--- config.mk ---
export PLATFORM = sky130hd
export DESIGN_NAME = pct_front_flat
export DESIGN_NICKNAME = d
export VERILOG_FILES = /design/src/sv/pct_pkg.sv /design/src/sv/pct_if.sv /design/src/sv/pct_front.sv /design/src/flat_wrapper.sv
export SDC_FILE = /design/constraint.sdc
export NUM_CORES = 1
export LEC_CHECK = 0
export BUFFER_PORTS_ARGS = -buffer_cell sky130_fd_sc_hd__buf_2
export CORE_MARGIN = 10
export CORE_UTILIZATION = 59
export CTS_BUF_LIST = sky130_fd_sc_hd__clkbuf_8
export CTS_CLUSTER_SIZE = 14
export DETAILED_ROUTE_END_ITERATION = 6
export GPL_ROUTABILITY_DRIVEN = 1
export MAX_ROUTING_LAYER = met4
export PLACE_DENSITY = 0.94
export SETUP_SLACK_MARGIN = 0.1
export SKIP_LAST_GASP = 1
export SYNTH_ARGS = -nofsm -noshare
export SYNTH_HDL_FRONTEND = slang
export SYNTH_SLANG_ARGS = --single-unit
--- constraint.sdc ---
create_clock -name clk -period 11.4 [get_ports clk]
set_clock_uncertainty 0.05 [all_clocks]
set_input_delay 2.28 -clock clk [delete_from_list [all_inputs] [get_ports clk]]
set_output_delay 2.28 -clock clk [all_outputs]
set_load 0.05 [all_outputs]
--- src/sv/pct_pkg.sv ---
// Package for the per-source connection throttle: entry layout, queue item,
// and the control structs passed between the front and back parts. No dependencies.
`timescale 1ns / 1ps

package pct_pkg;

	localparam int NUM_SETS  = 256;
	localparam int NUM_WAYS  = 4;
	localparam int SET_BITS  = $clog2(NUM_SETS);
	localparam int WAY_BITS  = (NUM_WAYS > 1) ? $clog2(NUM_WAYS) : 1;
	localparam int ADDR_W    = 32;
	localparam int TIME_W    = 32;
	localparam int WINDOW_W  = 16;
	localparam int COUNT_W   = 8;
	localparam int PHASE_W   = 2;
	localparam int EVENT_W   = 2;
	localparam int QUEUE_DEPTH = 2;

	localparam logic [COUNT_W-1:0] COUNT_MAX = 8'hFF;
	localparam logic [WINDOW_W-1:0] WINDOW_RESET = 16'd15;
	localparam logic [COUNT_W-1:0] LIMIT_RESET = 8'd10;

	localparam logic [PHASE_W-1:0] PH_COUNTING = 2'd0;
	localparam logic [PHASE_W-1:0] PH_HITLIMIT = 2'd1;
	localparam logic [PHASE_W-1:0] PH_WARNED   = 2'd2;

	localparam logic [EVENT_W-1:0] EV_NONE     = 2'd0;
	localparam logic [EVENT_W-1:0] EV_THROTTLE = 2'd1;
	localparam logic [EVENT_W-1:0] EV_RESET    = 2'd2;

	localparam logic MODE_CONNECT    = 1'b0;
	localparam logic MODE_DISCONNECT = 1'b1;

	localparam logic REG_WINDOW = 1'b0;
	localparam logic REG_LIMIT  = 1'b1;

	typedef struct packed {
		logic               valid;
		logic [ADDR_W-1:0]  addr;
		logic [TIME_W-1:0]  seen;
		logic [COUNT_W-1:0] count;
		logic [PHASE_W-1:0] phase;
	} way_t;

	typedef way_t [NUM_WAYS-1:0] row_t;

	typedef struct packed {
		logic                mode;
		logic [ADDR_W-1:0]   addr;
		logic [TIME_W-1:0]   now;
		logic [SET_BITS-1:0] set;
	} item_t;

	// Front to back: head of the queue.
	typedef struct packed {
		logic  valid;
		item_t item;
	} fb_t;

	// Back to front: pop strobe and end of the clearing pass.
	typedef struct packed {
		logic pop;
		logic clear_done;
	} bf_t;

	typedef struct packed {
		logic [WINDOW_W-1:0] window;
		logic [COUNT_W-1:0]  limit;
	} cfg_t;

endpackage

--- src/sv/pct_if.sv ---
// Request and result channel interfaces of the connection throttle.
// Depends on pct_pkg.
`timescale 1ns / 1ps

interface pct_req_if import pct_pkg::*; ();
	logic              valid;
	logic              ready;
	logic              mode;
	logic [ADDR_W-1:0] source_addr;
	logic [TIME_W-1:0] now_seconds;

	modport source(output valid, mode, source_addr, now_seconds, input ready);
	modport sink(input valid, mode, source_addr, now_seconds, output ready);
endinterface


--- src/sv/pct_front.sv ---
// Front part: accepts requests, hashes the source to a set and queues them.
// Depends on pct_pkg and pct_if.
`timescale 1ns / 1ps

module pct_front import pct_pkg::*; (
	input  logic       clk,
	input  logic       arst_n,
	pct_req_if.sink    req,
	input  bf_t        bf,
	output fb_t        fb
);

	localparam int PTR_W = $clog2(QUEUE_DEPTH);
	localparam int CNT_W = $clog2(QUEUE_DEPTH + 1);

	item_t            slot_q [QUEUE_DEPTH];
	logic [PTR_W-1:0] wr_ptr_q;
	logic [PTR_W-1:0] rd_ptr_q;
	logic [CNT_W-1:0] count_q;
	logic             push;
	item_t            new_item;

	assign req.ready = (count_q != CNT_W'(QUEUE_DEPTH)) && bf.clear_done;
	assign push      = req.valid && req.ready;

	always_comb begin
		new_item.mode = req.mode;
		new_item.addr = req.source_addr;
		new_item.now  = req.now_seconds;
		new_item.set  = SET_BITS'(req.source_addr[7:0] ^ req.source_addr[15:8]
			^ req.source_addr[23:16] ^ req.source_addr[31:24]);
	end

	always_ff @(posedge clk) begin
		if (push) begin
			slot_q[wr_ptr_q] <= new_item;
		end
	end

	always_ff @(posedge clk or negedge arst_n) begin
		if (!arst_n) begin
			wr_ptr_q <= '0;
			rd_ptr_q <= '0;
			count_q  <= '0;
		end else begin
			if (push) begin
				wr_ptr_q <= wr_ptr_q + 1'b1;
			end
			if (bf.pop) begin
				rd_ptr_q <= rd_ptr_q + 1'b1;
			end
			count_q <= count_q + CNT_W'(push) - CNT_W'(bf.pop);
		end
	end

	assign fb.valid = (count_q != '0);
	assign fb.item  = slot_q[rd_ptr_q];

endmodule

--- src/flat_wrapper.sv ---
// flat-port wrapper written by rule: the top's interface ports become plain ports
module pct_front_flat import pct_pkg::*;
  (clk, arst_n, bf, fb, req_valid, req_mode, req_source_addr, req_now_seconds, req_ready);
  pct_req_if req_i ();
  input  logic clk;
  input  logic arst_n;
  input  bf_t bf;
  output fb_t fb;
  input wire logic [$bits(req_i.valid)-1:0] req_valid;
  input wire logic [$bits(req_i.mode)-1:0] req_mode;
  input wire logic [$bits(req_i.source_addr)-1:0] req_source_addr;
  input wire logic [$bits(req_i.now_seconds)-1:0] req_now_seconds;
  output wire logic [$bits(req_i.ready)-1:0] req_ready;
  assign req_i.valid = req_valid;
  assign req_i.mode = req_mode;
  assign req_i.source_addr = req_source_addr;
  assign req_i.now_seconds = req_now_seconds;
  assign req_ready = req_i.ready;
  pct_front u_core (.clk(clk), .arst_n(arst_n), .req(req_i), .bf(bf), .fb(fb));
endmodule
# After elaboration in Yosys (flattened, before gate mapping)
# Memory sizes are Yosys's and may differ from the RTL's.
# Index checks and enable logic that the tools add are counted.
[op_classes]
n_reduce_logical = 3
n_addsub = 4
bitwise_logic = 3
mux = 2
n_eq_ne = 1
[ops]
columns = ["operator", "n"]
rows = [
  ["$xor 8x8->8", 3],
  ["$add 1x1->1 const B", 2],
  ["$add 2x1->2", 1],
  ["$logic_and 1x1->1", 2],
  ["$mux 1", 2],
  ["$ne 2x2->1 const B", 1],
  ["$reduce_bool 2->1", 1],
  ["$sub 2x1->2", 1],
]
[totals]
memories = 1
ff_bits = 4
elab_cells = 17
ram_bits = 146
out_inout_bits = 75
[memory_table]
columns = ["memory", "words", "width", "rd", "rd_clocked_by_memory_dff", "write_ports", "line_no", "text"]
rows = [
  ["u_core.slot_q", 2, 73, 1, 0, 1, "pct_front.sv:16", "item_t slot_q [QUEUE_DEPTH];"],
]

# Depth between registers and ports, before layout
[depth]
ltp_word = 5
depth_mapped = 6

# Worst setup path after synthesis
# No wires, ideal clock.
[synth_timing]
path_kind = "input to register"
start = "input port req_valid"
end = "memory u_core.slot_q[0][0] in the netlist's numbering, enable pin"
setup_ps = 513
n_path_buf = 0
setup_slack_ps = 5097
cell_stages = 2
t_required_ps = 10837
t_arrival_ps = 5740
path_cell_list = "and3_1 -> nor2b_1"
[synth_between]
elab_chain_len = 3
[synth_rtl]
columns = ["element", "line_no", "text"]
rows = [
  ["start: declaration", "flat_wrapper.sv:9", "input wire logic [$bits(req_i.valid)-1:0] req_valid;"],
  ["$logic_and 1x1->1", "pct_front.sv:24", "assign push = req.valid && req.ready;"],
  ["$mux 1", "pct_front.sv:35", "if (push) begin"],
  ["$mux 1 (implied by the code)", "pct_front.sv:36", "slot_q[wr_ptr_q] <= new_item;"],
  ["end: declaration", "pct_front.sv:16", ""],
]
# Every way passes these cells.

# Worst setup path in the final report
[layout_timing]
start = "input port bf[0] in the netlist's numbering"
end = "output port req_ready"
[layout_between]
elab_chain_len = 1
[layout_rtl]
columns = ["element", "line_no", "text"]
rows = [
  ["start: declaration", "flat_wrapper.sv:7", "input bf_t bf;"],
  ["$logic_and 1x1->1", "pct_front.sv:23", "assign req.ready = (count_q != CNT_W'(QUEUE_DEPTH)) && bf.clear_done;"],
  ["end: declaration", "flat_wrapper.sv:13", "output wire logic [$bits(req_i.ready)-1:0] req_ready;"],
]
# Every way passes these cells.

==> impl_metrics.py <==
metrics = {
    "grt": {
        "gr-total-overflow": 0,
        "grt_usage": 0.159,
        "antenna_found_initial": 2,
        "grt_pass1_wl_um": 17200,
        "grt_max_degree": 74,
        "grt_pass1_vias": 3301,
    },
    "cts": {
        "clock_sinks": 150,
        "numCtsBuffers": 17,
        "htreeDepth": 4,
        "clk_root_buffer_cell": "clkbuf_8",
        "cts_setup_buffers": 0,
        "hold_buffers": 0,
        "clkLatencyLatePin_ns": 0.42,
        "path_clk_slew_ns": 0.07,
        "cts_tree": "built",
        "cts.path.max_buffers": 2,
        "ctsResizeCount": 0,
    },
    "die": {
        "ioPinCount": 145,
        "start_util": 0.607,
        "fp.dieH_um": 120,
        "coreArea_um2": 9770,
        "fp.dieW_um": 120,
        "num_rows": 36,
        "die_area_um2": 14500,
    },
    "job": {
        "drv_cap": 0,
    },
    "critical_path": {
        "crit_type": "input port to primary output",
        "cp.required_ns": 9.07,
        "cp-end-kind": "primary output",
        "worst-path-max-fanout": 2,
        "r2r_slack_ns": 8.73,
        "cp.arrival_ns": 2.73,
        "worstSetupStartpointType": "input port",
    },
    "synthesis": {
        "synth_warnings": 0,
        "synth_cells": 269,
        "yosys.area.top_type_share": 0.739,
        "syn_area_um2": 5930,
        "ys_types": 15,
        "yosysTopAreaCell": "edfxtp_1",
        "synthTopCellsByCount": "edfxtp_1, mux2_4, xnor2_1, mux2_2, xor2_1",
        "ys.flop_type": "edfxtp_1",
        "synth_edf_count": 146,
        "syn-num-nets": 341,
        "synth_area_leaders": "edfxtp_1, mux2_4, xnor2_1",
        "syn_avg_cell_area_um2": 22.0,
        "synth_most_common_cell": "edfxtp_1",
        "ys_seq_area_frac": 0.756,
        "synth-seq-cells": 150,
        "synthArstFlopShare": 0.0267,
    },
    "route": {
        "wire_per_inst_um": 19.4,
        "drc": 0,
        "finalWirelength_um": 11100,
        "dr_wl_met3_um": 1100,
        "drtPass1Iterations": 4,
        "final_antenna_net_count": 0,
        "wl_met2_um": 5440,
        "highest_layer": "met4",
        "wl_met1_um": 4470,
        "dr_total_vias": 2925,
        "drtIter0Drc": 101,
        "viasPerCell": 5.10,
    },
    "outcome": {
        "status": "finished, final reports clean",
    },
    "timing": {
        "hold_ws_ns": 0.457,
        "slew_headroom": 0.303,
        "period_share": 0.444,
        "tightest_slew_ns": 1.04,
        "grt_setup_unrepaired": "false",
        "slew_violations": 0,
        "finalSetupViolations": 0,
        "layout_min_cycle_time_ns": 5.06,
        "hold_viol": 0,
        "tns_ns": 0,
        "fmax_mhz": 197,
    },
    "placed_design": {
        "routabilityCongestion": 0.720,
        "port_buffers": 144,
    },
    "power_and_ir_drop": {
        "p_leak_nw": 2.84,
        "powerDensity_nw_per_um2": 268,
        "power_w": 0.00192,
        "ir_worst_vdd_mv": 0.171,
    },
    "cells_and_area": {
        "fin_util": 0.736,
        "nets": 498,
        "area_delta_synth_final_pct": 21.3,
        "drive_gt1_frac": 0.574,
    },
    "worst_hold_path": {
        "hold_class": "flip-flop to flip-flop",
    },
}
-- cell families (layout without fill, tap and decap cells) --
group         count (synthesis)  after routing  share of synthesized area
simple gates                  6              6                    0.00633
fa+ha+maj                     2              2                    0.00422
mux                          73             73                      0.177
other cells                   0              2                          0
flops                       150            150                      0.756
buf+inv                      10            180                     0.0154
xor+xnor                     28             28                     0.0413
-- layout make-up --
| class | instances | area (µm²) |
|---|---|---|
| antenna | 2 | 5.00 |
| clock buffer | 17 | 234 |
| clock inverter | 15 | 190 |
| fill | 602 | 2580 |
| inverter | 2 | 7.51 |
| multi-input combinational | 109 | 1370 |
| sequential | 150 | 4490 |
| tap | 133 | 166 |
| timing repair buffer | 146 | 736 |
-- through the flow --
step                worst slack, ns  std cells  area [µm²]
global placement               6.35        540        6760
floorplan                      5.10        269        5930
CTS                            6.33        572        7190
detailed placement             6.34        540        6760
finish                         6.34        574        7190
global route                   6.31        574        7190
-- worst paths after layout --
check | to | start | cells past startpoint
setup / recovery | req_ready | bf[0] | 3
hold / removal | u_core.count_q[1] | u_core.count_q[1] | 1
setup reg to reg | u_core.slot_q[0][9] | u_core.count_q[1] | 4
hold reg to reg | u_core.count_q[1] | u_core.count_q[1] | 1
max in group asynchronous | u_core.rd_ptr_q | arst_n | 1
min in group asynchronous | u_core.count_q[0] | arst_n | 1
-- critical path: stages --
cell,delay [ns]
buf_2,0.08
and2_1,0.11
buf_2,0.26
-- per-layer routing --
layer  vias to the layer above  global-route usage
li1                       1353                   -
met1                      1436               0.177
met2                       124               0.246
met3                        12              0.0758
met4                         0              0.0558
met5                         -                   -
-- layout by cell type (no fill, tap or decap), types with 2 or more instances in the layout --
cell type,count
xor2_1,10
bufinv_16,4
buf_2,144
clkinv_2,2
xnor2_1,18
clkinvlp_4,3
mux2_2,13
clkbuf_8,17
mux2_4,60
dfrtp_1,3
clkinv_4,3
ha_1,2
diode_2,2
edfxtp_1,146
inv_1,5
buf_4,2
-- power by group --
part           leakage (nW)  switching (W)  internal (W)
sequential             1.38      0.0000487      0.000692
combinational          1.25       0.000512      0.000249
clock                 0.215       0.000187      0.000236
total                  2.84       0.000747       0.00118
-- state kept, by name, summed over array words and instances, names as in the netlist --
register / flops
u_core.count_q: 2
u_core.rd_ptr_q: 1
u_core.slot_q: 146
u_core.wr_ptr_q: 1
No activity file was read; power rests on OpenSTA's default activity.
